===== src/rtl/hcbm_pkg.sv =====
// Shared types, constants and the mod-26 reduction for the Hill cipher block multiplier.
package hcbm_pkg;

  localparam int KEY_DIM   = 4;
  localparam int ROW_W     = 2;
  localparam int LETTER_W  = 5;
  localparam int KEY_ROW_W = KEY_DIM * LETTER_W;
  localparam int PROD_W    = 2 * LETTER_W;
  localparam int BSIZE_W   = 3;
  localparam int CFG_IDX_W = 3;

  localparam logic [PROD_W-1:0] ALPHABET = 10'd26;

  // Register indexes on the configuration port
  localparam logic [CFG_IDX_W-1:0] REG_BLOCK_SIZE = 3'd0;
  localparam logic [CFG_IDX_W-1:0] REG_KEY_ROW0   = 3'd1;
  localparam logic [CFG_IDX_W-1:0] REG_KEY_ROW1   = 3'd2;
  localparam logic [CFG_IDX_W-1:0] REG_KEY_ROW2   = 3'd3;
  localparam logic [CFG_IDX_W-1:0] REG_KEY_ROW3   = 3'd4;
  localparam logic [CFG_IDX_W-1:0] REG_PAD_LETTER = 3'd5;

  localparam logic [BSIZE_W-1:0]  BLOCK_SIZE_RST = 3'd2;
  localparam logic [LETTER_W-1:0] PAD_LETTER_RST = 5'd23;

  typedef struct packed {
    logic [LETTER_W-1:0] letter;
    logic                message_end;
  } hcbm_in_t;

  typedef struct packed {
    logic [LETTER_W-1:0] cipher_letter;
    logic                block_last;
    logic                message_last;
  } hcbm_out_t;

  // One output row travelling down the cell chain
  typedef struct packed {
    logic                valid;
    logic [ROW_W-1:0]    row;
    logic                block_last;
    logic                message_last;
    logic [LETTER_W-1:0] partial;
  } hcbm_tok_t;

  // Letter write into one cell
  typedef struct packed {
    logic                wr;
    logic [LETTER_W-1:0] letter;
  } hcbm_load_t;

  typedef logic [KEY_DIM-1:0][KEY_ROW_W-1:0] hcbm_key_t;
  typedef logic [KEY_DIM-1:0][LETTER_W-1:0]  hcbm_kcol_t;

  typedef enum logic [1:0] {
    ST_COLLECT,
    ST_ISSUE,
    ST_DRAIN
  } hcbm_state_e;

  // s mod 26 for s < 1024: reciprocal estimate (never high, at most one low), then one fix-up
  function automatic logic [LETTER_W-1:0] mod26(input logic [PROD_W-1:0] s);
    logic [18:0] t;
    logic [5:0]  q;
    logic [PROD_W-1:0] r;
    t = 19'(s) * 19'd315;
    q = t[18:13];
    r = s - PROD_W'(q) * ALPHABET;
    if (r >= ALPHABET) begin
      r = r - ALPHABET;
    end
    return r[LETTER_W-1:0];
  endfunction

endpackage


===== src/rtl/hcbm_cell.sv =====
// One cell of the chain: holds one block letter and adds its key product to a passing row.
module hcbm_cell import hcbm_pkg::*; (
  input  logic       clk_i,
  input  logic       rst_ni,
  input  logic       adv_i,
  input  logic       active_i,
  input  hcbm_load_t load_i,
  input  hcbm_kcol_t key_col_i,
  input  hcbm_tok_t  tok_i,
  output hcbm_tok_t  tok_o
);

  logic [LETTER_W-1:0] letter_q;
  logic [PROD_W-1:0]   prod_d, prod_q;
  hcbm_tok_t           s1_q, s2_d, s2_q;

  always_ff @(posedge clk_i) begin
    if (load_i.wr) begin
      letter_q <= load_i.letter;
    end
  end

  // stage 1: key entry times letter; idle cells add nothing
  assign prod_d = active_i ? PROD_W'(key_col_i[tok_i.row]) * PROD_W'(letter_q) : '0;

  always_comb begin
    s2_d         = s1_q;
    s2_d.partial = mod26(PROD_W'(s1_q.partial) + prod_q);
  end

  always_ff @(posedge clk_i or negedge rst_ni) begin
    if (!rst_ni) begin
      s1_q <= '0;
      s2_q <= '0;
    end else if (adv_i) begin
      s1_q <= tok_i;
      s2_q <= s2_d;
    end
  end

  always_ff @(posedge clk_i) begin
    if (adv_i) begin
      prod_q <= prod_d;
    end
  end

  assign tok_o = s2_q;

endmodule


===== src/rtl/hill_cipher_block_multiply.sv =====
// Top level of the Hill cipher block multiplier: config, letter intake, row sequencer, cell chain.
// Usage:
// - Input channel (in_valid_i / in_stall_o / in_data_i): one letter index 0..25 per word,
//   with message_end on the final letter of a message.
// - Output channel (out_valid_o / out_stall_i / out_data_o): one cipher letter per letter
//   of each closed block; block_last on the last row, message_last when the message end
//   closed that block. A short final block is completed with the pad letter.
// - Config port: cfg_we_i writes cfg_data_i into register cfg_index_i (block size, four key
//   rows, pad letter). Write only while no block is in flight.
// - Letters are taken one per cycle while a block fills. Once a block closes, in_stall_o
//   stays high until its last cipher letter has been taken.
// - Rows enter a chain of MAX_BLOCK cells, each two register stages deep, and every row
//   passes through all of them whatever the block size; cipher letters then leave the
//   chain one per cycle while out_stall_i is low.
// - out_stall_i freezes the whole chain while a word waits; that word holds on out_data_o.
// - Reset: block size 2, key rows 0, pad letter 23, empty block, chain empty.
module hill_cipher_block_multiply import hcbm_pkg::*; #(
  parameter int MAX_BLOCK = 4
) (
  input  logic                 clk_i,
  input  logic                 rst_ni,
  input  logic                 cfg_we_i,
  input  logic [CFG_IDX_W-1:0] cfg_index_i,
  input  logic [KEY_ROW_W-1:0] cfg_data_i,
  input  logic                 in_valid_i,
  output logic                 in_stall_o,
  input  hcbm_in_t             in_data_i,
  output logic                 out_valid_o,
  input  logic                 out_stall_i,
  output hcbm_out_t            out_data_o
);

  localparam int FW    = $clog2(MAX_BLOCK + 1);
  localparam int LIMIT = (MAX_BLOCK < KEY_DIM) ? MAX_BLOCK : KEY_DIM;

  // config registers
  logic [BSIZE_W-1:0]  block_size_q;
  hcbm_key_t           key_q;
  logic [LETTER_W-1:0] pad_q;

  always_ff @(posedge clk_i or negedge rst_ni) begin
    if (!rst_ni) begin
      block_size_q <= BLOCK_SIZE_RST;
      key_q        <= '0;
      pad_q        <= PAD_LETTER_RST;
    end else if (cfg_we_i) begin
      unique case (cfg_index_i)
        REG_BLOCK_SIZE: block_size_q <= cfg_data_i[BSIZE_W-1:0];
        REG_KEY_ROW0:   key_q[0]     <= cfg_data_i;
        REG_KEY_ROW1:   key_q[1]     <= cfg_data_i;
        REG_KEY_ROW2:   key_q[2]     <= cfg_data_i;
        REG_KEY_ROW3:   key_q[3]     <= cfg_data_i;
        REG_PAD_LETTER: pad_q        <= cfg_data_i[LETTER_W-1:0];
        default: ;
      endcase
    end
  end

  // block size in use: 0 acts as 1, clamp to what the key and chain support
  logic [FW-1:0] n_w;
  always_comb begin
    priority if (block_size_q == '0) begin
      n_w = FW'(1);
    end else if (block_size_q > BSIZE_W'(LIMIT)) begin
      n_w = FW'(LIMIT);
    end else begin
      n_w = FW'(block_size_q);
    end
  end

  hcbm_state_e      state_q, state_d;
  logic [FW-1:0]    fill_q, fill_d;
  logic [FW-1:0]    nrows_q, nrows_d;
  logic [ROW_W-1:0] row_q, row_d;
  logic             end_q, end_d;

  logic          in_acc, out_acc, adv, close, last_row;
  logic [FW-1:0] wpos, pos;
  hcbm_tok_t     tok [MAX_BLOCK+1];

  assign in_stall_o = (state_q != ST_COLLECT);
  assign in_acc     = in_valid_i && !in_stall_o;
  assign out_acc    = out_valid_o && !out_stall_i;
  assign adv        = !tok[MAX_BLOCK].valid || !out_stall_i;

  // a lowered block size overwrites the last slot and closes the block
  assign wpos  = (fill_q >= n_w) ? n_w - FW'(1) : fill_q;
  assign pos   = wpos + FW'(1);
  assign close = (pos == n_w) || in_data_i.message_end;

  assign last_row = ({1'b0, row_q} + 3'd1) == 3'(nrows_q);

  always_ff @(posedge clk_i or negedge rst_ni) begin
    if (!rst_ni) begin
      state_q <= ST_COLLECT;
      fill_q  <= '0;
      nrows_q <= '0;
      row_q   <= '0;
      end_q   <= 1'b0;
    end else begin
      state_q <= state_d;
      fill_q  <= fill_d;
      nrows_q <= nrows_d;
      row_q   <= row_d;
      end_q   <= end_d;
    end
  end

  // sequencer: collect letters, feed one row per unstalled cycle, wait for the last word
  always_comb begin
    state_d = state_q;
    fill_d  = fill_q;
    nrows_d = nrows_q;
    row_d   = row_q;
    end_d   = end_q;
    tok[0]  = '0;
    unique case (state_q)
      ST_COLLECT: begin
        if (in_acc) begin
          if (close) begin
            fill_d  = '0;
            nrows_d = n_w;
            end_d   = in_data_i.message_end;
            row_d   = '0;
            state_d = ST_ISSUE;
          end else begin
            fill_d = pos;
          end
        end
      end
      ST_ISSUE: begin
        tok[0].valid        = 1'b1;
        tok[0].row          = row_q;
        tok[0].block_last   = last_row;
        tok[0].message_last = last_row && end_q;
        if (adv) begin
          row_d = row_q + ROW_W'(1);
          if (last_row) begin
            state_d = ST_DRAIN;
          end
        end
      end
      ST_DRAIN: begin
        if (out_acc && out_data_o.block_last) begin
          state_d = ST_COLLECT;
        end
      end
      default: state_d = ST_COLLECT;
    endcase
  end

  // cell chain
  for (genvar k = 0; k < MAX_BLOCK; k++) begin : g_cell
    hcbm_load_t ld;
    hcbm_kcol_t kcol;
    logic       active;

    always_comb begin
      ld.wr     = in_acc && ((FW'(k) == wpos) ||
                             (close && (FW'(k) > wpos) && (FW'(k) < n_w)));
      ld.letter = (FW'(k) == wpos) ? in_data_i.letter : pad_q;
    end

    assign active = FW'(k) < nrows_q;

    for (genvar r = 0; r < KEY_DIM; r++) begin : g_kcol
      if (k < KEY_DIM) begin : g_key
        assign kcol[r] = key_q[r][LETTER_W*k +: LETTER_W];
      end else begin : g_nokey
        assign kcol[r] = '0;
      end
    end

    hcbm_cell u_cell (
      .clk_i     (clk_i),
      .rst_ni    (rst_ni),
      .adv_i     (adv),
      .active_i  (active),
      .load_i    (ld),
      .key_col_i (kcol),
      .tok_i     (tok[k]),
      .tok_o     (tok[k+1])
    );
  end

  assign out_valid_o              = tok[MAX_BLOCK].valid;
  assign out_data_o.cipher_letter = tok[MAX_BLOCK].partial;
  assign out_data_o.block_last    = tok[MAX_BLOCK].block_last;
  assign out_data_o.message_last  = tok[MAX_BLOCK].message_last;

  // chain is empty whenever letters are being collected
  a_collect_empty: assert property (@(posedge clk_i) disable iff (!rst_ni)
    state_q == ST_COLLECT |-> !out_valid_o)
    else $error("word on output while collecting letters");

  a_msg_on_block: assert property (@(posedge clk_i) disable iff (!rst_ni)
    out_valid_o && out_data_o.message_last |-> out_data_o.block_last)
    else $error("message_last without block_last");

  a_close_issue: assert property (@(posedge clk_i) disable iff (!rst_ni)
    in_acc && close |=> state_q == ST_ISSUE && fill_q == '0)
    else $error("closed block did not start row issue");

  a_row_range: assert property (@(posedge clk_i) disable iff (!rst_ni)
    state_q == ST_ISSUE |-> FW'(row_q) < nrows_q)
    else $error("row counter past block size");

  a_block_done: assert property (@(posedge clk_i) disable iff (!rst_ni)
    out_acc && out_data_o.block_last |=> state_q == ST_COLLECT)
    else $error("intake not reopened after last row");

endmodule


===== config.mk =====
export PLATFORM = sky130hd
export DESIGN_NAME = hill_cipher_block_multiply
export DESIGN_NICKNAME = d
export VERILOG_FILES = /design/src/rtl/hcbm_pkg.sv /design/src/rtl/hcbm_cell.sv /design/src/rtl/hill_cipher_block_multiply.sv
export SDC_FILE = /design/constraint.sdc
export NUM_CORES = 1
export LEC_CHECK = 0
export ABC_AREA = 1
export BUFFER_PORTS_ARGS = -buffer_cell sky130_fd_sc_hd__buf_2
export CORE_MARGIN = 2
export CORE_UTILIZATION = 45
export DETAILED_ROUTE_END_ITERATION = 7
export HOLD_SLACK_MARGIN = 0.03
export PLACE_DENSITY = 0.59
export SETUP_SLACK_MARGIN = 0.2
export SLEW_MARGIN = 15
export SYNTH_ARGS = -nofsm -noshare
export SYNTH_HDL_FRONTEND = slang
export SYNTH_HIERARCHICAL = 1
export SYNTH_SLANG_ARGS = --single-unit

===== constraint.sdc =====
create_clock -name clk_i -period 11.35 [get_ports clk_i]
set_input_delay 1.135 -clock clk_i [delete_from_list [all_inputs] [get_ports clk_i]]
set_output_delay 1.135 -clock clk_i [all_outputs]
set_load 0.03 [all_outputs]

### After elaboration in Yosys (flattened, before gate mapping)

Index checks and enable logic that the tools add are counted.

| word-level totals | value |
|---|---|
| bits of input ports | 34 |
| output and inout bits | 9 |
| register bits | 230 |
| logic and storage cells | 194 |

| cells by class | value |
|---|---|
| eq/ne operators | 17 |
| multiply operators | 12 |
| $lt $le $gt $ge | 22 |
| $add $sub $neg | 15 |
| reduce and logical (&&, ||, !) cells | 41 |
| multiplexer cells | 31 |

Operators with widths:

| cell | number |
|---|---|
| multiplier 10 x 9 -> 19 bit (second input constant) | 4 |
| two-way mux 5 bit | 13 |
| binary-select mux 5 bit (select 2 bit) | 4 |
| greater-or-equal comparator 10 x 5 -> 1 bit (second input constant) | 4 |
| multiplier 5 x 5 -> 10 bit | 4 |
| subtractor 10 bit | 4 |
| multiplier 6 x 4 -> 9 bit (second input constant) | 4 |
| adder 5 x 10 -> 10 bit | 3 |
| subtractor 5 bit (second input constant) | 4 |
| logical AND 1 bit | 16 |
| two-way mux 2 bit | 8 |
| AND reduction 2 bit | 7 |
| < comparator 1 x 3 -> 1 bit (first input constant) | 4 |
| < comparator 2 x 3 -> 1 bit (first input constant) | 4 |
| < comparator 2 x 3 -> 1 bit (second input constant) | 4 |
| two-way mux 3 bit | 4 |
| inequality test 2 bit (second input constant) | 5 |
| logical NOT 3 bit | 3 |
| equality test 2 x 3 -> 1 bit (first input constant) | 2 |
| equality test 3 x 2 -> 1 bit (second input constant) | 2 |
| equality test 3 bit | 2 |
| equality test 3 bit (second input constant) | 2 |
| > comparator 1 x 3 -> 1 bit (first input constant) | 2 |
| > comparator 2 x 3 -> 1 bit (first input constant) | 2 |
| other kinds (19) | 27 |

### Depth between registers and ports, before layout

Gate-level depths: netlist (run 1).

| logic depth | value |
|---|---|
| depth in word-level cells | 12 |
| depth in mapped cells | 48 |
| gate-level depth less buffers | 48 |

### Modules after synthesis

The synthesis (run 1) kept the hierarchy.

By module, submodules not included:

| module | times used | cells each | area an instance (um^2) | seq. area each (um^2) |
|---|---|---|---|---|
| hcbm_cell at g_cell[0].u_cell ... | 2 | 620 | 4884.7 | 950.9 |
| hcbm_cell at g_cell[3].u_cell | 1 | 613 | 4862.2 | 950.9 |
| hcbm_cell at g_cell[2].u_cell | 1 | 602 | 4813.4 | 950.9 |
| hill_cipher_block_multiply | 1 | 510 | 4471.8 | 2483.6 |

### Least setup slack after synthesis (run 1)

OpenSTA, ideal clock, no wires.

| path | value |
|---|---|
| path type | flip-flop to flip-flop |
| from | reg g_cell[3].u_cell.prod_q[0] |
| to | reg g_cell[3].u_cell.s2_q, in the netlist g_cell[3].u_cell/tok_o[3] |
| cell stages (with the launch flop) | 41 |
| data arrival time | 7652 ps |
| path slack | 3581 ps |
| library setup time | 117 ps |
| period minus slack after synthesis | 7769 ps |
| required time | 11233 ps |
| buffers on the path | 0 |
| cell sequence | edfxtp_1 > ha_1 > fa_1 > a21oi_1 > o21bai_1 > a21oi_1 > nor2_1 > xor2_1 > xnor2_1 > inv_1 > ha_1 > ha_1 > fa_1 > inv_1 > fa_1 > inv_1 > ha_1 > nand2_1 > [5 not listed] > nor2_1 > o21bai_1 > xnor2_1 > fa_1 > fa_1 > o21ai_0 > a21oi_1 > xor2_1 > ha_1 > a21oi_1 > a21boi_0 > nand3_1 > nand2_2 > nand2_2 > nand2_1 > nand2_1 > nand2_1 > nand2_1 |

| on the way | value |
|---|---|
| cells in the longest elaborated chain, start to end | 6 |
| elaborated cells between the ends (all ways) | 7 |
| those cells by class | 3 x add/sub; 2 x mul; 1 x order compare; 1 x mux |

Ends and longest elaborated chain:

| element | line | source |
|---|---|---|
| start: declaration | hcbm_cell.sv:14 | `logic [PROD_W-1:0] prod_d, prod_q;` |
| start signal: assignment | hcbm_cell.sv:43 | `prod_q <= prod_d;` |
| adder 5 x 10 -> 10 bit (*) | hcbm_cell.sv:28 | `s2_d.partial = mod26(PROD_W'(s1_q.partial) + prod_q);` |
| multiplier 10 x 9 -> 19 bit | hcbm_pkg.sv:65 | `t = 19'(s) * 19'd315;` |
| multiplier 6 x 4 -> 9 bit | hcbm_pkg.sv:67 | `r = s - PROD_W'(q) * ALPHABET;` |
| subtractor 10 bit (*) | hcbm_pkg.sv:67 |  |
| greater-or-equal comparator 10 x 5 -> 1 bit or subtractor 5 bit (tied branches) | hcbm_pkg.sv:68, hcbm_pkg.sv:69 |  |
| two-way mux 5 bit (*) | hcbm_pkg.sv:68 | `if (r >= ALPHABET) begin` |
| end signal: assignment | hcbm_cell.sv:34 | `s2_q <= '0;` |
| end signal: assignment | hcbm_cell.sv:37 | `s2_q <= s2_d;` |
| end: declaration | hcbm_cell.sv:15 | `hcbm_tok_t s1_q, s2_d, s2_q;` |

Every way passes the cells marked *; elsewhere a longest branch is shown, timed or not.
A chain may end at the register's enable or synchronous reset.

### Worst setup path in the final report (run 1)

| path | value |
|---|---|
| from | reg g_cell[0].u_cell.prod_q[0] |
| to | reg g_cell[0].u_cell.s2_q, in the netlist g_cell[0].u_cell/tok_o[4] |

| on the way | value |
|---|---|
| cells in the longest elaborated chain, start to end | 5 |
| elaborated cells between the ends (all ways) | 6 |
| those cells by class | 2 x add/sub; 2 x mul; 1 x order compare; 1 x mux |

Ends and longest elaborated chain:

| element | line |
|---|---|
| start: declaration | hcbm_cell.sv:14 |
| start signal: assignment | hcbm_cell.sv:43 |
| multiplier 10 x 9 -> 19 bit | hcbm_pkg.sv:65 |
| multiplier 6 x 4 -> 9 bit | hcbm_pkg.sv:67 |
| subtractor 10 bit (*) | hcbm_pkg.sv:67 |
| greater-or-equal comparator 10 x 5 -> 1 bit or subtractor 5 bit (tied branches) | hcbm_pkg.sv:68, hcbm_pkg.sv:69 |
| two-way mux 5 bit (*) | hcbm_pkg.sv:68 |
| end signal: assignment | hcbm_cell.sv:34 |
| end signal: assignment | hcbm_cell.sv:37 |
| end: declaration | hcbm_cell.sv:15 |

Marked as above.

==> flow_summary.rst, run 1 <==
.. list-table::
   :header-rows: 1

   * - Metric
     - Value
   * - H-tree depth reported by CTS
     - 1
   * - Master of the slowest instance on the critical path
     - sky130_fd_sc_hd__xnor2_1
   * - Total of cells resized after clock tree synthesis
     - 0
   * - Count of maximum capacitance violations
     - 0
   * - Type of destination of the critical path
     - flip-flop
   * - Worst-case headroom to the max-slew limit
     - between 30 and 40%
   * - Launch instance of the worst register-to-register path
     - g_cell[0].u_cell/prod_q[0]
   * - Synthesized instance count
     - 2951
   * - Clock insertion delay at the later pin of the skew report
     - 0.56 ns
   * - Clock tree from TritonCTS
     - built
   * - Global route overflow
     - 0
   * - Final setup violation count
     - 0
   * - Buffer type at the clock tree root
     - sky130_fd_sc_hd__clkbuf_16
   * - Synthesized area
     - 23780 um^2
   * - Worst endpoint required time
     - approximately 12 ns
   * - CP Launch Point
     - g_cell[0].u_cell/prod_q[0]
   * - Final antenna-violating net count
     - 0
   * - Clock-pin slew reported for the worst setup and hold paths after clock tree synthesis
     - about 0.060 ns
   * - Shortest clock period the worst path allows after layout
     - 8.892 ns
   * - Hold violation total from the final report
     - 0
   * - Gr usage total
     - 19.28%
   * - Met1 wire length
     - 24190 um
   * - Total detailed-routing wirelength
     - 50110 um
   * - Length of routed met2 wiring
     - 23300 um
   * - Worst setup path class
     - reg -> reg
   * - CP startpoint kind
     - flip-flop
   * - Final net count
     - 3537
   * - Number of design-rule violations left by the first detailed-router iteration
     - approximately 940
   * - Ratio of cells with drive above 1 in the final layout
     - 5.646%
   * - Last weighted congestion value of the routability-driven placer
     - 0.8669
   * - Port Buffers
     - 42
   * - Path class of the lowest-slack min-delay path
     - reg -> reg
   * - Area grow syn2layout
     - 7.626%
   * - Wire length on met3
     - 1442 um
   * - Number of hold buffers added after CTS
     - 0
   * - Setup TNS
     - 0 ns
   * - Fill count
     - 5113
   * - Total half-perimeter wirelength after legalization and detailed placement
     - 40640 um
   * - Number of DRC violations after detailed routing
     - 0
   * - Unrepaired setup endpoints after global routing
     - no
   * - Average wire per cell in the routed design
     - 13.55 um
   * - Core Region
     - 52450 um^2
   * - Via count of the first global-routing pass
     - 18290
   * - CTS Buf Count
     - 27
   * - Via density per instance
     - 4.883
   * - Share of the clock period used by the worst path after layout
     - 78.34%
   * - Number of antenna violations at the first check in global routing
     - 1
   * - Drt first pass iters
     - 6
   * - Antenna fix cells
     - 0
   * - Maximum clock frequency
     - 112.5 MHz
   * - Die outline area
     - 54690 um^2
   * - Die X-Extent
     - 233.9 um
   * - Outcome
     - completed
   * - Hold path startpoint
     - g_cell[0].u_cell/s1_q[6]
   * - Mean area per synthesized cell
     - 8.057 um^2
   * - Highest routed layer
     - met5
   * - Number of pins with negative max-slew slack in the final report
     - 0
   * - Wire length of the first global-routing pass
     - 86990 um
   * - Number of clock sinks
     - 235
   * - Worst-case clock buffer depth
     - 3
   * - Delay of the slowest cell on the worst path
     - 0.66 ns
   * - Initial core utilization
     - 45.33%
   * - Number of primary I/O pins
     - 43
   * - Worst endpoint data arrival time
     - slightly above 9 ns
   * - Maximum net fanout on the critical path
     - 6
   * - Number of warnings reported in the yosys synthesis log
     - 6
   * - Number of rows in the core area
     - 84
   * - Transition at the pin with the smallest max-transition slack
     - ~0.96 ns
   * - Via count of the routed design
     - 18060
   * - Setup Buffers After CTS
     - 0
   * - Final hold slack
     - ~0.47 ns
   * - Pin count of the biggest net entering global routing
     - 115
   * - Die Height
     - roughly 230 um
   * - Clock skew
     - 0.02881 ns
registers in the layout, indices dropped and copies added (netlist names), 3 cells and up:
name,cells
block_size_q,3
g_cell.u_cell/letter_q,20
pad_q,5
nrows_q,3
g_cell.u_cell/s1_q,38
g_cell.u_cell/prod_q,40
fill_q,3
g_cell.u_cell/tok_o,38
g_cell.kcol,80
metrics by stage:
step                instances  util (%)  cell area [um^2]  worst slack [ns]
finish                   3699     48.79             25590             2.458
global route             3699     48.79             25590             1.588
CTS                      3699     48.79             25590             2.411
detailed placement       3649     47.15             24730             2.487
global placement         3649     47.15             24730             2.630
floorplan                2955         -             23790             3.582
cells in the final DEF, fill, tap and decap left out, drive strengths merged, types with 7 or more instances in the layout:
cell type    n
nand2      773
o21ai      182
buf         50
o21a         7
and2         8
nand3      174
fa         160
clkinv       9
nand3b      14
a21o        14
inv        611
ha         353
a31oi        8
or2          7
dfrtp      170
xnor2       27
nand4       11
edfxtp      60
clkbuf      45
xor2        72
nor2       115
a21oi      110
critical path, delay by kind of cell, from the launching register on:
family	cells	cell delay [ns]
simple gates	11	1.21
xor+xnor	3	1.19
fa+ha+maj	11	3.98
buf+inv	5	0.30
flops	1	0.37
compound gates	11	1.70
final timing paths:
kind	to	slack, ns	cells past startpoint
min in group asynchronous	g_cell[0].kcol[15]	0.72	1
hold / removal	g_cell[0].u_cell/s1_q[6]	0.47	2
setup / recovery	g_cell[0].u_cell/tok_o[4]	2.46	41
hold reg to reg	g_cell[0].u_cell/s1_q[6]	0.47	2
max in group asynchronous	g_cell[2].u_cell/tok_o[5]	9.21	2
setup reg to reg	g_cell[0].u_cell/tok_o[4]	2.46	41
metal layers:
layer	track usage, %	vias to the layer above
met4	4.707	2
met1	26.52	8425
met2	32.71	246
met5	0	-
met3	1.909	69
li1	-	9320
layout make-up:
cell class                      instances  area [um^2]  area share, %
Clock buffer                           44        809.5          3.164
Clock inverter                          6        48.80         0.1907
Inverter                              615         2310          9.026
Multi-Input combinational cell       2060        15090          58.96
Sequential cell                       235         6187          24.18
Tap cell                              688        860.8          3.364
Timing Repair Buffer                   51        286.5          1.120
Power of run 1 is left out: the tool's default activity adds up to more than one toggle a clock period on the data nets, which glitch-free logic cannot reach.
==> inputs of run 2 (changes only) <==
Settings changed: PLACE_DENSITY 0.59 to 0.62.
Clock period 11.35 ns to 8.1 ns, I/O delays scaled along.
==> run 2 against run 1 <==
  * Global-route usage grew 0.068 points
  * Critical endpoint is now g_cell[3].u_cell/tok_o[3]
  * Non-clock buffer count is 133 higher
  * Sequential share of layout area is 2.2 points lower
  * First-iteration DRC count fell by 1.3%
  * Critical path depth grew 4
  * Clock skew is 0.0069 ns lower
  * Clock-buffer cell count down 9
==> flow_summary.rst, run 2 (synthesis results as in run 1) <==
.. list-table::
   :header-rows: 1

   * - Metric
     - Value
   * - Number of design-rule violations left by the first detailed-router iteration
     - 930
   * - Crit Reg-Reg Endpoint
     - g_cell[3].u_cell/tok_o[3]
   * - Last weighted congestion value of the routability-driven placer
     - ~0.86
   * - Number of DRC violations after detailed routing
     - 0
   * - Total detailed-routing wirelength
     - 53130 um
   * - Register-to-register setup slack
     - roughly 0.23 ns
   * - CP startpoint kind
     - flip-flop
   * - Delay of the slowest cell on the worst path
     - between 0.6 and 0.7 ns
   * - Maximum net fanout on the critical path
     - 5
   * - Antenna fix cells
     - 0
   * - Outcome
     - completed
   * - Number of rows in the core area
     - 84
   * - Number of primary I/O pins
     - 43
   * - Die X-Extent
     - 233.9 um
   * - Clock skew
     - 0.02193 ns
   * - CTS Buf Count
     - 26
   * - Number of flip-flops in the largest register
     - 80
   * - Worst-case headroom to the max-slew limit
     - 32.19%
   * - Drt first pass iters
     - 5
   * - Worst setup path class
     - reg -> reg
   * - CP Launch Point
     - g_cell[3].u_cell/prod_q[0]
   * - Maximum clock frequency
     - 127.0 MHz
   * - Worst-case clock buffer depth
     - 3
   * - Pin count of the biggest net entering global routing
     - 96
   * - Number of pins with negative max-slew slack in the final report
     - 0
   * - Setup slack after placement
     - -0.2525 ns
   * - Worst endpoint data arrival time
     - 8.31 ns
   * - Most frequent standard cell in the layout excluding fill and tap cells
     - sky130_fd_sc_hd__nand2_1
   * - Most frequent cells in the layout
     - sky130_fd_sc_hd__nand2_1, sky130_fd_sc_hd__inv_1, sky130_fd_sc_hd__ha_1
   * - Clock insertion delay at the later pin of the skew report
     - 0.56 ns
   * - Type of destination of the critical path
     - flip-flop
   * - Crit path setup slack, layout
     - roughly 0.23 ns
   * - Gr usage total
     - 19.35%
   * - Number of hold buffers added after CTS
     - 0
   * - Worst endpoint required time
     - 8.53 ns
   * - Via count of the first global-routing pass
     - 18790
   * - Buffer type at the clock tree root
     - sky130_fd_sc_hd__clkbuf_16
   * - Initial core utilization
     - about 45%
   * - Number of clock sinks
     - 235
   * - Transition at the pin with the smallest max-transition slack
     - 1.017 ns
   * - Die Height
     - 233.9 um
   * - Unrepaired setup endpoints after global routing
     - yes
   * - Share of the clock period used by the worst path after layout
     - ~100%
   * - Master of the slowest instance on the critical path
     - sky130_fd_sc_hd__fa_2
   * - Via count of the routed design
     - 18930
   * - Ratio of cells with drive above 1 in the final layout
     - between 10% and 20%
   * - Launch instance of the worst register-to-register path
     - g_cell[3].u_cell/prod_q[0]
   * - Number of antenna violations at the first check in global routing
     - 1
   * - Wire length of the first global-routing pass
     - 87460 um
   * - Shortest clock period the worst path allows after layout
     - 7.874 ns
   * - H-tree depth reported by CTS
     - 1
   * - Via density per instance
     - 4.942
   * - Global route overflow
     - 0
   * - Hold violation total from the final report
     - 0
   * - Critical path destination
     - g_cell[3].u_cell/tok_o[3]
   * - Port Buffers
     - 42
   * - Core Region
     - 52450 um^2
   * - Final antenna-violating net count
     - 0
   * - Count of maximum capacitance violations
     - 0
   * - Final setup violation count
     - 0
   * - Die outline area
     - between 50000 and 60000 um^2
   * - Total half-perimeter wirelength after legalization and detailed placement
     - 40980 um
   * - Critical path's most frequent cell
     - sky130_fd_sc_hd__nand2_1
   * - Area grow syn2layout
     - 18.14%
   * - Clock tree from TritonCTS
     - built
   * - Final net count
     - 3669
   * - Average wire per cell in the routed design
     - 13.87 um
   * - Clock-pin slew reported for the worst setup and hold paths after clock tree synthesis
     - 0.06 ns
   * - Path depth of the worst reg2reg path
     - 45
   * - Path class of the lowest-slack min-delay path
     - in -> async
[run 2: worst max-delay path: cells and delay by family (launching register included)]
| kind | cells | cell delay (ns) |
|---|---|---|
| xor+xnor | 3 | 0.56 |
| buf+inv | 8 | 0.70 |
| flops | 1 | 0.41 |
| compound gates | 6 | 0.86 |
| fa+ha+maj | 11 | 3.89 |
| simple gates | 17 | 1.37 |
[run 2: worst min-delay path by stage]
stage / slack [ns] / endpoint / depth (start not counted)
after global placement: 0.45 / g_cell[2].u_cell/s1_q[9] / 2
after floorplan: 0.44 / g_cell[0].u_cell/s1_q[5] / 2
after global routing: 0.42 / g_cell[0].u_cell/s1_q[1] / 1
after detailed placement: 0.46 / g_cell[2].u_cell/s1_q[6] / 2
final: 0.34 / g_cell[0].kcol[15] / 1
after CTS: 0.38 / g_cell[0].u_cell/s1_q[4] / 1
[run 2: area by class of cell]
class / instances / area (um^2)
Timing Repair Buffer: 184 / 1328
Tap cell: 688 / 860.8
Sequential cell: 235 / 6187
Clock inverter: 13 / 121.4
Multi-Input combinational cell: 2060 / 16550
Clock buffer: 35 / 734.5
Inverter: 615 / 2310
Fill cell: 4749 / 24360
[run 2: through the flow]
| stage | hold slack (ns) | cell area (um^2) | TNS, ns | util, % | instances |
|---|---|---|---|---|---|
| floorplan | 0.4422 | 23790 | 0 | - | 2955 |
| global placement | 0.4541 | 25330 | 0 | 48.30 | 3730 |
| detailed placement | 0.4588 | 25330 | -2.340 | 48.30 | 3730 |
| CTS | 0.3843 | 26600 | 0 | 50.73 | 3791 |
| global route | 0.4217 | 28090 | -0.9829 | 53.56 | 3830 |
| finish | 0.3353 | 28090 | 0 | 53.56 | 3830 |
[run 2: metal layers]
metal | GRT usage, % | wire length (um) | vias up
met3 | 2.164 | 1665 | 62
li1 | - | - | 9585
met5 | 0 | 16 | -
met2 | 34.36 | 26540 | 254
met4 | 3.778 | 909 | 2
met1 | 25.53 | 24000 | 9026
[run 2: timing repair]
item,CTS,global route
pin swaps,64,191
endpoints found under the setup margin,16,16
buffers inserted,13,39
resized for setup,74,219
Power of run 2 is left out for the same reason.
==> inputs of run 3 (changes only) <==
Settings changed: PLACE_DENSITY 0.62 to 0.63.
Clock period 8.1 ns to 7.2 ns, I/O delays scaled along.
==> run 3 against run 2 <==
  * Wire length is 1.7% higher
  * Sequential cell count stayed put
  * Via count is 2.8% higher
  * The flow now finishes with violations (setup timing)
  * Hold slack worse by 0.064 ns
  * Maximum frequency is 2.7% higher
  * Clock skew is 0.016 ns higher
  * Highest routed layer is now met4
  * Global-route usage is 0.74 points higher
  * Largest cell class unchanged
  * Register-to-register slack worse by 0.70 ns
  * Sequential share of layout area is 0.87 points lower
  * First-iteration DRC count is 4.0% lower
==> flow_summary.rst, run 3 (synthesis results as in run 1) <==
.. list-table::
   :header-rows: 1

   * - Metric
     - Value
   * - Number of DRC violations after detailed routing
     - 0
   * - Number of flip-flops in the largest register
     - 80
   * - Ratio of cells with drive above 1 in the final layout
     - 21.62%
   * - Critical path's most frequent cell
     - sky130_fd_sc_hd__nand2_2
   * - H-tree depth reported by CTS
     - 1
   * - Worst-case headroom to the max-slew limit
     - around 30%
   * - Number of hold buffers added after CTS
     - 0
   * - Antenna fix cells
     - 0
   * - Clock insertion delay at the later pin of the skew report
     - 0.57 ns
   * - Pin count of the biggest net entering global routing
     - ~110
   * - Delay of the slowest cell on the worst path
     - approximately 0.53 ns
   * - Area after detailed placement
     - 26960 um^2
   * - Fill count
     - around 4700
   * - Buf/Inv on CP
     - 9
   * - Worst-case clock buffer depth
     - 3
   * - Buffer type at the clock tree root
     - sky130_fd_sc_hd__clkbuf_16
   * - Die X-Extent
     - between 200 and 250 um
   * - Number of clock sinks
     - 235
   * - Path depth of the worst reg2reg path
     - 44
   * - Fin area
     - 29240 um^2
   * - Core Region
     - roughly 52000 um^2
   * - Met2 Usage GRT
     - 35.36%
   * - Wire length of the first global-routing pass
     - 91000 um
   * - Last weighted congestion value of the routability-driven placer
     - 0.8572
   * - Met1 usage in global routing
     - 26.76%
   * - Global route overflow
     - 0
   * - Port Buffers
     - 42
   * - Area of the multi-input gates
     - 16720 um^2
   * - Critical path destination
     - g_cell[2].u_cell/tok_o[4]
   * - Worst setup path class
     - reg -> reg
   * - Number of antenna violations at the first check in global routing
     - 0
   * - Share of the clock period used by the worst path after layout
     - 106.5%
   * - Clock-pin slew reported for the worst setup and hold paths after clock tree synthesis
     - around 0.060 ns
   * - CP Launch Point
     - g_cell[2].u_cell/s1_q[0]
   * - Number of pins with negative max-slew slack in the final report
     - 0
   * - Drt first pass iters
     - 6
   * - CP startpoint kind
     - flip-flop
   * - Most frequent standard cell in the layout excluding fill and tap cells
     - sky130_fd_sc_hd__nand2_1
   * - Area grow syn2layout
     - 22.99%
   * - Worst endpoint data arrival time
     - 8.09 ns
   * - Levels on crit path
     - 44
   * - Path class of the lowest-slack min-delay path
     - in -> async
   * - Violated checks
     - setup timing
   * - CTS Buf Count
     - 26
   * - Clock tree from TritonCTS
     - built
   * - Average wire per cell in the routed design
     - 13.66 um
   * - Outcome
     - complete, but fails checks
   * - Maximum clock frequency
     - 130.4 MHz
   * - Maximum net fanout on the critical path
     - 5
   * - Number of rows in the core area
     - 84
   * - Register-to-register setup slack
     - -0.47 ns
   * - Worst endpoint required time
     - 7.63 ns
   * - Clock skew
     - 0.03782 ns
   * - Via count of the first global-routing pass
     - a little under 20000
   * - Most Used Layer, Global Route
     - met2
   * - Final antenna-violating net count
     - 0
   * - Final setup violation count
     - 16
   * - Most frequent cells in the layout
     - sky130_fd_sc_hd__nand2_1, sky130_fd_sc_hd__inv_1, sky130_fd_sc_hd__ha_1
   * - Die outline area
     - 54690 um^2
   * - Die Height
     - 233.9 um
   * - Shortest clock period the worst path allows after layout
     - 7.669 ns
   * - Type of destination of the critical path
     - flip-flop
   * - Delay-heaviest family, CP
     - adder cells
   * - Launch instance of the worst register-to-register path
     - g_cell[2].u_cell/s1_q[0]
   * - Count of maximum capacitance violations
     - 0
   * - Via density per instance
     - 4.920
   * - Via count of the routed design
     - 19450
   * - Unrepaired setup endpoints after global routing
     - yes
   * - Crit path setup slack, layout
     - -0.4689 ns
   * - Storage element area
     - 6187 um^2
   * - Met3 routing resource usage after global routing
     - under 10%
   * - Initial core utilization
     - between 40 and 50%
   * - Master of the slowest instance on the critical path
     - sky130_fd_sc_hd__fa_1
   * - Hold violation total from the final report
     - 0
   * - Number of primary I/O pins
     - 43
   * - Final net count
     - roughly 3800
   * - Crit Reg-Reg Endpoint
     - g_cell[2].u_cell/tok_o[4]
   * - Total half-perimeter wirelength after legalization and detailed placement
     - 42490 um
   * - Transition at the pin with the smallest max-transition slack
     - 1.058 ns
   * - Total detailed-routing wirelength
     - about 54000 um
   * - Gr usage total
     - 20.09%
   * - Number of design-rule violations left by the first detailed-router iteration
     - 893
run 3: cell count changes in the layout (fill, tap and decap cells not counted), moves of 7 or more:
cell,before,now
sky130_fd_sc_hd__inv_1,575,563
sky130_fd_sc_hd__nand2_2,48,59
sky130_fd_sc_hd__inv_2,34,45
sky130_fd_sc_hd__xor2_1,58,51
sky130_fd_sc_hd__nand2_1,713,698
sky130_fd_sc_hd__buf_4,130,258
run 3: cell type report:
| cell class | count | share of cell area [%] |
|---|---|---|
| multi-input cells | 2060 | 57.18 |
| well taps | 688 | 2.944 |
| clock inverters | 17 | 0.7488 |
| inverters | 615 | 7.908 |
| flip-flops and latches | 235 | 21.16 |
| clock buffers | 30 | 2.345 |
| repair buffers | 309 | 7.711 |
run 3: worst min-delay path by stage:
stage,startpoint,to,slack [ns],cells past startpoint
final,rst_ni,g_cell[0].kcol[0],0.27,1
after global routing,rst_ni,g_cell[0].kcol[0],0.36,1
after CTS,rst_ni,g_cell[0].kcol[0],0.33,1
after detailed placement,g_cell[3].u_cell/tok_o[5],g_cell[3].u_cell/tok_o[5],0.46,2
after global placement,g_cell[2].u_cell/s1_q[9],g_cell[2].u_cell/s1_q[9],0.45,2
after floorplan,rst_ni,block_size_q[0],0.42,0
run 3: per-layer routing:
metal	routed length (um)	part of all wire, %	vias to the layer above
met3	1526	2.8	76
met5	0	0	-
li1	-	-	9831
met1	24910	46	9249
met4	1056	2.0	0
met2	26510	49	296
run 3: metrics by stage:
| stage | instances | worst slack, ns | hold slack (ns) | util, % | TNS (ns) |
|---|---|---|---|---|---|
| 2_1_floorplan | 2955 | -0.2041 | 0.4244 | - | -1.316 |
| 3_3_place_gp | 3851 | -0.6351 | 0.4536 | 51.40 | -7.603 |
| 3_5_place_dp | 3851 | -0.7829 | 0.4566 | 51.40 | -9.843 |
| 4_1_cts | 3927 | -0.4365 | 0.3309 | 54.32 | -5.722 |
| 5_1_grt | 3954 | -0.9095 | 0.3600 | 55.75 | -13.01 |
| 6_report | 3954 | -0.4689 | 0.2713 | 55.75 | -5.913 |
run 3: what timing repair did:
| item | 4_1_cts | 5_1_grt |
|---|---|---|
| endpoints found under the setup margin | 16 | 16 |
| buffers inserted | 29 | 27 |
| resized for setup | 92 | 129 |
| pin swaps | 145 | 103 |
Power of run 3 is left out for the same reason.
